$ cat config.mk
export PLATFORM = sky130hd
export DESIGN_NAME = levenshtein_nfa_step_top
export DESIGN_NICKNAME = d
export VERILOG_FILES = /design/src/levnfa_pkg.sv /design/src/levnfa_cfg.sv /design/src/levnfa_next.sv /design/src/levenshtein_nfa_step_top.sv
export VERILOG_INCLUDE_DIRS = /design/src /design/src/src
export SDC_FILE = /design/constraint.sdc
export NUM_CORES = 1
export LEC_CHECK = 0
export ABC_AREA = 1
export BUFFER_PORTS_ARGS = -buffer_cell sky130_fd_sc_hd__buf_2
export CAP_MARGIN = 5
export CORE_MARGIN = 3
export CORE_UTILIZATION = 50
export DETAILED_ROUTE_END_ITERATION = 16
export PLACE_DENSITY = 0.69
export SLEW_MARGIN = 20
export SYNTH_ARGS = -nofsm -noshare
export SYNTH_HDL_FRONTEND = slang
export SYNTH_SLANG_ARGS = --single-unit
export TNS_END_PERCENT = 100
$ cat constraint.sdc
create_clock -name clk -period 2.25 [get_ports clk]
set_input_delay 0.3375 -clock clk [delete_from_list [all_inputs] [get_ports clk]]
set_output_delay 0.3375 -clock clk [all_outputs]
set_load 0.05 [all_outputs]
$ cat src/levenshtein_nfa_step_top_assert.svh
`ifndef LEVENSHTEIN_NFA_STEP_TOP_ASSERT_SVH
`define LEVENSHTEIN_NFA_STEP_TOP_ASSERT_SVH

// same-cycle implication, sampled on clk, off while rst_n is low
`define LEVNFA_ASSERT_IMP(lbl, ante, cons) \
  lbl: assert property (@(posedge clk) disable iff (!rst_n) (ante) |-> (cons)) \
    else $error("levnfa: implication violated");

// next-cycle implication, sampled on clk, off while rst_n is low
`define LEVNFA_ASSERT_NXT(lbl, ante, cons) \
  lbl: assert property (@(posedge clk) disable iff (!rst_n) (ante) |=> (cons)) \
    else $error("levnfa: next-cycle implication violated");

`endif

$ cat src/levnfa_pkg.sv
package levnfa_pkg;

  localparam int TERM_MAX      = 32;
  localparam int ERR_MAX       = 3;
  localparam int ROW_W         = TERM_MAX + 1;
  localparam int LEN_W         = $clog2(TERM_MAX + 1);
  localparam int K_W           = (ERR_MAX > 1) ? $clog2(ERR_MAX + 1) : 1;
  localparam int CHAR_W        = 8;
  localparam int CHAR_REGS     = 4;
  localparam int CHARS_PER_REG = 8;
  localparam int TERM_CHARS    = CHAR_REGS * CHARS_PER_REG;
  localparam int CFG_DATA_W    = CHARS_PER_REG * CHAR_W;
  localparam int CFG_IDX_W     = 3;
  localparam int CFG_LEN_W     = 6;
  localparam int CFG_ERR_W     = 2;

  localparam logic [CFG_IDX_W-1:0] REG_TERM_0   = 3'd0;
  localparam logic [CFG_IDX_W-1:0] REG_TERM_1   = 3'd1;
  localparam logic [CFG_IDX_W-1:0] REG_TERM_2   = 3'd2;
  localparam logic [CFG_IDX_W-1:0] REG_TERM_3   = 3'd3;
  localparam logic [CFG_IDX_W-1:0] REG_TERM_LEN = 3'd4;
  localparam logic [CFG_IDX_W-1:0] REG_MAX_ERR  = 3'd5;

  localparam logic REQ_RESTART = 1'b0;
  localparam logic REQ_CONSUME = 1'b1;

  typedef struct packed {
    logic              req_type;
    logic [CHAR_W-1:0] symbol;
  } in_item_t;

  typedef struct packed {
    logic accepted;
    logic alive;
  } out_item_t;

  typedef struct packed {
    logic [TERM_CHARS-1:0][CHAR_W-1:0] chars;
    logic [LEN_W-1:0]                  len;
    logic [K_W-1:0]                    k;
  } cfg_t;

  typedef logic [ERR_MAX:0][ROW_W-1:0] row_set_t;

endpackage

$ cat src/levnfa_cfg.sv
module levnfa_cfg (
  input  logic                                clk,
  input  logic                                rst_n,
  input  logic                                cfg_we,
  input  logic [levnfa_pkg::CFG_IDX_W-1:0]    cfg_addr,
  input  logic [levnfa_pkg::CFG_DATA_W-1:0]   cfg_wdata,
  output levnfa_pkg::cfg_t                    cfg
);

  logic [levnfa_pkg::CHAR_REGS-1:0][levnfa_pkg::CFG_DATA_W-1:0] term_r;
  logic [levnfa_pkg::CFG_LEN_W-1:0]                             term_length_r;
  logic [levnfa_pkg::CFG_ERR_W-1:0]                             max_errors_r;

  always_ff @(posedge clk) begin
    if (!rst_n) begin
      term_r        <= '0;
      term_length_r <= '0;
      max_errors_r  <= '0;
    end else if (cfg_we) begin
      case (cfg_addr)
        levnfa_pkg::REG_TERM_0:   term_r[0]     <= cfg_wdata;
        levnfa_pkg::REG_TERM_1:   term_r[1]     <= cfg_wdata;
        levnfa_pkg::REG_TERM_2:   term_r[2]     <= cfg_wdata;
        levnfa_pkg::REG_TERM_3:   term_r[3]     <= cfg_wdata;
        levnfa_pkg::REG_TERM_LEN: term_length_r <= cfg_wdata[levnfa_pkg::CFG_LEN_W-1:0];
        levnfa_pkg::REG_MAX_ERR:  max_errors_r  <= cfg_wdata[levnfa_pkg::CFG_ERR_W-1:0];
        default: ;
      endcase
    end
  end

  always_comb begin
    cfg.chars = term_r;
    if (int'(term_length_r) > levnfa_pkg::TERM_MAX) begin
      cfg.len = levnfa_pkg::LEN_W'(levnfa_pkg::TERM_MAX);
    end else begin
      cfg.len = levnfa_pkg::LEN_W'(term_length_r);
    end
    if (int'(max_errors_r) > levnfa_pkg::ERR_MAX) begin
      cfg.k = levnfa_pkg::K_W'(levnfa_pkg::ERR_MAX);
    end else begin
      cfg.k = levnfa_pkg::K_W'(max_errors_r);
    end
  end

endmodule

$ cat src/levnfa_next.sv
module levnfa_next (
  input  levnfa_pkg::cfg_t      cfg,
  input  levnfa_pkg::in_item_t  item,
  input  levnfa_pkg::row_set_t  cur,
  output levnfa_pkg::row_set_t  nxt,
  output levnfa_pkg::out_item_t res
);

  logic [levnfa_pkg::ROW_W-1:0] le_mask;
  logic [levnfa_pkg::ROW_W-1:0] lt_mask;
  logic [levnfa_pkg::ROW_W-1:0] match;
  levnfa_pkg::row_set_t         act;

  for (genvar i = 0; i < levnfa_pkg::ROW_W; i++) begin : g_col
    assign le_mask[i] = (i <= int'(cfg.len));
    assign lt_mask[i] = (i < int'(cfg.len));
    if (i < levnfa_pkg::TERM_CHARS) begin : g_chr
      assign match[i] = (cfg.chars[i] == item.symbol);
    end else begin : g_zero
      assign match[i] = (item.symbol == '0);
    end
  end

  always_comb begin
    nxt = '0;
    act = '0;
    if (item.req_type == levnfa_pkg::REQ_RESTART) begin
      nxt[0][0] = 1'b1;
    end else begin
      for (int e = 0; e <= levnfa_pkg::ERR_MAX; e++) begin
        if (e <= int'(cfg.k)) begin
          act[e] = cur[e] & le_mask;
        end
        nxt[e] = nxt[e] | ((act[e] & match & lt_mask) << 1);
      end
      for (int e = 0; e < levnfa_pkg::ERR_MAX; e++) begin
        if (e < int'(cfg.k)) begin
          nxt[e+1] = nxt[e+1] | act[e] | ((act[e] & lt_mask) << 1);
        end
      end
    end
    // diagonal closure, row by row
    for (int e = 0; e < levnfa_pkg::ERR_MAX; e++) begin
      if (e < int'(cfg.k)) begin
        nxt[e+1] = nxt[e+1] | ((nxt[e] & lt_mask) << 1);
      end
    end
  end

  always_comb begin
    res.accepted = 1'b0;
    for (int e = 0; e <= levnfa_pkg::ERR_MAX; e++) begin
      res.accepted = res.accepted | nxt[e][cfg.len];
    end
    res.alive = |nxt;
  end

endmodule

$ cat src/levenshtein_nfa_step_top.sv
// An accepted transaction is registered in the input register and then in the result
// register before it is offered on out_*. Throughput: one transaction per cycle unless
// out_stall holds it back; the active-node rows are updated combinationally in between.
// Reset (rst_n low, synchronous): configuration registers clear to zero, the active
// set holds node (0,0) only, and both pipeline registers empty.
`include "levenshtein_nfa_step_top_assert.svh"

module levenshtein_nfa_step_top (
  input  logic                               clk,
  input  logic                               rst_n,
  input  logic                               in_valid,
  output logic                               in_stall,
  input  levnfa_pkg::in_item_t               in_item,
  output logic                               out_valid,
  input  logic                               out_stall,
  output levnfa_pkg::out_item_t              out_item,
  input  logic                               cfg_we,
  input  logic [levnfa_pkg::CFG_IDX_W-1:0]   cfg_addr,
  input  logic [levnfa_pkg::CFG_DATA_W-1:0]  cfg_wdata
);

  levnfa_pkg::cfg_t      cfg;
  levnfa_pkg::in_item_t  s1_item_r;
  logic                  s1_valid_r;
  levnfa_pkg::row_set_t  active_r;
  levnfa_pkg::row_set_t  active_nxt;
  levnfa_pkg::out_item_t res_nxt;
  levnfa_pkg::out_item_t out_item_r;
  logic                  out_valid_r;
  logic                  advance;
  logic                  in_acc;

  levnfa_cfg u_cfg (
    .clk       (clk),
    .rst_n     (rst_n),
    .cfg_we    (cfg_we),
    .cfg_addr  (cfg_addr),
    .cfg_wdata (cfg_wdata),
    .cfg       (cfg)
  );

  levnfa_next u_next (
    .cfg  (cfg),
    .item (s1_item_r),
    .cur  (active_r),
    .nxt  (active_nxt),
    .res  (res_nxt)
  );

  assign advance   = s1_valid_r && (!out_valid_r || !out_stall);
  assign in_stall  = s1_valid_r && !advance;
  assign in_acc    = in_valid && !in_stall;
  assign out_valid = out_valid_r;
  assign out_item  = out_item_r;

  always_ff @(posedge clk) begin
    if (!rst_n) begin
      s1_valid_r     <= 1'b0;
      out_valid_r    <= 1'b0;
      active_r       <= '0;
      active_r[0][0] <= 1'b1;
    end else begin
      if (in_acc) begin
        s1_valid_r <= 1'b1;
      end else if (advance) begin
        s1_valid_r <= 1'b0;
      end
      if (advance) begin
        out_valid_r <= 1'b1;
        active_r    <= active_nxt;
      end else if (!out_stall) begin
        out_valid_r <= 1'b0;
      end
    end
  end

  always_ff @(posedge clk) begin
    if (in_acc) begin
      s1_item_r <= in_item;
    end
    if (advance) begin
      out_item_r <= res_nxt;
    end
  end

  `LEVNFA_ASSERT_IMP(a_acc_alive, out_valid_r, !out_item_r.accepted || out_item_r.alive)
  `LEVNFA_ASSERT_IMP(a_stall_cause, in_stall, s1_valid_r && out_valid_r && out_stall)
  `LEVNFA_ASSERT_NXT(a_adv_out, advance, out_valid_r)
  `LEVNFA_ASSERT_NXT(a_restart, advance && s1_item_r.req_type == levnfa_pkg::REQ_RESTART,
                     active_r[0][0] && out_item_r.alive)

endmodule

==> flow_summary.json <==
{
  "initial_core_util_pct": 51.2,
  "root_buffer": "clkbuf_16",
  "place_congestion": 1.01,
  "fmaxAchievable_mhz": 330,
  "pre_cts_ws_ns": -0.921,
  "first_pass_iters": 6,
  "fin_area_um2": 35200,
  "dr_total_vias": 29200,
  "synthCells": 3830,
  "grt_overflow": 0,
  "cts_tree": "built",
  "grt_max_degree": 91,
  "pin_count": 85,
  "clock_path_buffers": 3,
  "synth_top_area_share_pct": 33.0,
  "synth_top_cell_by_area": "dfxtp_1",
  "cp-end-kind": "register",
  "start_kind": "register",
  "drc": 0,
  "crit_required_ns": 2.61,
  "critPathMaxFanout": 6,
  "slew_viol_final": 0,
  "slew_headroom_pct": 59.5,
  "wl_per_cell_um": 19.3,
  "tightestPinTransition_ns": 0.608,
  "clock_sinks": 408,
  "clock_insertion_delay_worst_skew_ns": 0.63,
  "fin_nets": 4589,
  "die-area_um2": 50900,
  "synthFlopType": "dfxtp_1",
  "drt.antenna.violating_nets": 0,
  "drive_above_1_share_pct": 32.1,
  "fin_ws_ns": -0.784,
  "final_util_pct": 74.8,
  "ys_seq_elements": 408,
  "arrival_ns": 3.39,
  "seq_area_frac_synth_pct": 34.3,
  "synth_top_family_by_area": "simple AND/OR/NAND/NOR gates",
  "finalSetupTns_ns": -10.24,
  "crit_type": "reg -> reg",
  "synth_area_per_cell_um2": 6.29,
  "synth_cell_types": 63,
  "die_y_um": 226,
  "syn_to_final_growth_pct": 46.0,
  "clk_pin_slew_ns": 0.06,
  "core-area_um2": 47100,
  "synth_xor_area_share_pct": 5.96,
  "finalCriticalPeriod_ns": 3.03,
  "synthArstFlopShare_pct": 0,
  "power_density_nw_per_um2": 548,
  "synth-simple-area-share_pct": 34.5,
  "finalCritPeriodShare_pct": 135,
  "drt-total-wl_mm": 99.5,
  "die_x_um": 226,
  "status": "finished, violations left",
  "whs_ns": 0.0153,
  "cts.htree.levels": 2,
  "fp-row-count": 79,
  "synthMuxAreaShare_pct": 0,
  "placed_cell_area_um2": 29900,
  "hpwl_mm": 65.6,
  "fin_skew_ns": 0.0459,
  "antenna_found_initial": 1,
  "cellLeakagePower_nw": 16.5,
  "vdd_drop_max_v": 0.000589,
  "yosys_warnings": 0,
  "rsz0062_at_grt": "true",
  "synth_fp_nets": 3911,
  "setup_viol": 62,
  "grt_pass1_vias": 26100,
  "drt_iter0_markers": 3596,
  "synth_area_leaders": "dfxtp_1 33%, nand2_1 15%, nor2_1 10%",
  "yosys.area_share.adder_pct": 0,
  "synth_compound_area_share_pct": 16.2,
  "hp-class": "in -> reg",
  "avgViaCountPerCell": 5.66,
  "maxCapViolCount": 0,
  "grt_first_pass_wirelength_mm": 146,
  "synth_edf_count": 11,
  "netlist_area_um2": 24100,
  "track_usage_pct": 36.1,
  "placement.io_buffers": 84,
  "hold_viol_final": 0,
  "numCtsBuffers": 47,
  "violations": "setup timing"
}
power breakdown:
part | switching [mW] | internal, mW | leakage (nW)
sequential | 0.233 | 7.59 | 3.35
combinational | 1.97 | 1.35 | 12.4
clock | 3.40 | 4.74 | 0.798
cell families after synthesis:
logic type             after synthesis
flip-flops                         408
XOR/XNOR                           164
buffers and inverters              536
AND/OR/NAND/NOR                   1987
AO/OA/AOI/OAI                      735
Yosys cell counts, types with 5 or more instances:
| master | number |
|---|---|
| a21oi_1 | 221 |
| a31oi_1 | 9 |
| buf_1 | 7 |
| buf_2 | 47 |
| buf_4 | 10 |
| buf_6 | 6 |
| clkbuf_1 | 146 |
| clkinv_1 | 7 |
| dfxtp_1 | 397 |
| edfxtp_1 | 11 |
| inv_1 | 287 |
| inv_2 | 21 |
| nand2_1 | 941 |
| nand2_2 | 18 |
| nand3_1 | 196 |
| nand3_2 | 5 |
| nand3b_1 | 6 |
| nand4_1 | 70 |
| nor2_1 | 671 |
| nor2_2 | 11 |
| nor2_4 | 6 |
| nor3_1 | 23 |
| nor4_1 | 11 |
| o211ai_1 | 20 |
| o21ai_0 | 432 |
| o21ai_1 | 19 |
| o221ai_1 | 5 |
| xnor2_1 | 72 |
| xor2_1 | 92 |
cells in the final DEF, fill, tap and decap left out, types with 19 or more instances in the layout:
cell / netlist / final
buf_12: 0 / 52
a21oi_2: 2 / 37
o21ai_2: 2 / 35
nand2_2: 18 / 170
o21ai_1: 19 / 24
dfxtp_1: 397 / 392
nand4_1: 70 / 70
nand2_4: 4 / 53
nor2_2: 11 / 34
nand3_2: 5 / 55
inv_2: 21 / 35
nand2_1: 941 / 739
nor2_1: 671 / 605
buf_2: 47 / 83
nor2_4: 6 / 49
o21ai_0: 432 / 392
buf_4: 10 / 563
buf_6: 6 / 106
clkbuf_16: 0 / 52
xnor2_1: 72 / 52
xnor2_2: 0 / 19
o211ai_1: 20 / 20
inv_1: 287 / 269
xor2_1: 92 / 87
a21oi_1: 221 / 185
nand3_1: 196 / 140
dlygate4sd3_1: 0 / 24
layer usage:
metal | vias to the layer above | track usage [%] | part of all wire, %
met5 | - | 0 | 0
met4 | 0 | 16.3 | 5.2
met3 | 320 | 7.58 | 12
met2 | 1679 | 53.9 | 43
met1 | 13500 | 50.4 | 40
li1 | 13700 | - | -
sequential cells by signal, indices dropped and copies added, names as in the netlist:
name and flops:
out_item 2, u_cfg.cfg 256, u_cfg.max_errors_r 2, s1_item_r 9, s1_valid_r 1, u_cfg.term_length_r 6
out_valid 1, active_r 131
area by class of cell:
cell class | count | area (um^2)
multi-input cells | 2886 | 15800
flip-flops and latches | 408 | 8290
diodes | 1 | 2.50
well taps | 607 | 759
clock buffers | 70 | 1380
clock inverters | 17 | 241
inverters | 320 | 1250
repair buffers | 845 | 7450
fillers | 3536 | 11900
worst paths after layout:
path	start	endpoint	slack (ns)	cells after the start
setup / recovery	s1_item_r[0]	out_item[0]	-0.78	19
hold / removal	cfg_wdata[8]	u_cfg.cfg[80]	0.02	3
setup reg to reg	s1_item_r[0]	out_item[0]	-0.78	19
hold reg to reg	u_cfg.cfg[21]	u_cfg.cfg[21]	0.47	2
critical path, cell delays in order (launching register included):
cell      delay, ns
edfxtp_1       0.46
buf_8          0.19
buf_8          0.14
buf_6          0.12
xnor2_2        0.13
nand4_1        0.13
nor2_2         0.07
buf_12         0.14
buf_8          0.13
nand4_1        0.07
nand2_1        0.07
nand2_1        0.07
nand2_2        0.07
buf_4          0.14
nor4_4         0.23
buf_4          0.16
nand4_1        0.10
buf_4          0.17
nor2_1         0.09
nand4_1        0.08
metrics by stage:
| step | std cells | total power [mW] |
|---|---|---|
| 2_1_floorplan | 3830 | 9.41 |
| 3_3_place_gp | 4962 | 10.7 |
| 3_5_place_dp | 4962 | 10.7 |
| 4_1_cts | 5097 | 18.9 |
| 5_1_grt | 5154 | 19.8 |
| 6_report | 5154 | 19.3 |
repair_timing:
action,CTS,global route
hold endpoints to repair,39,0
setup endpoints to repair,96,95
setup buffers,25,73
resized for setup,275,471
gates cloned,3,5
pin swaps,52,217
hold buffers,24,0
Power figures use the tool's default switching activity.
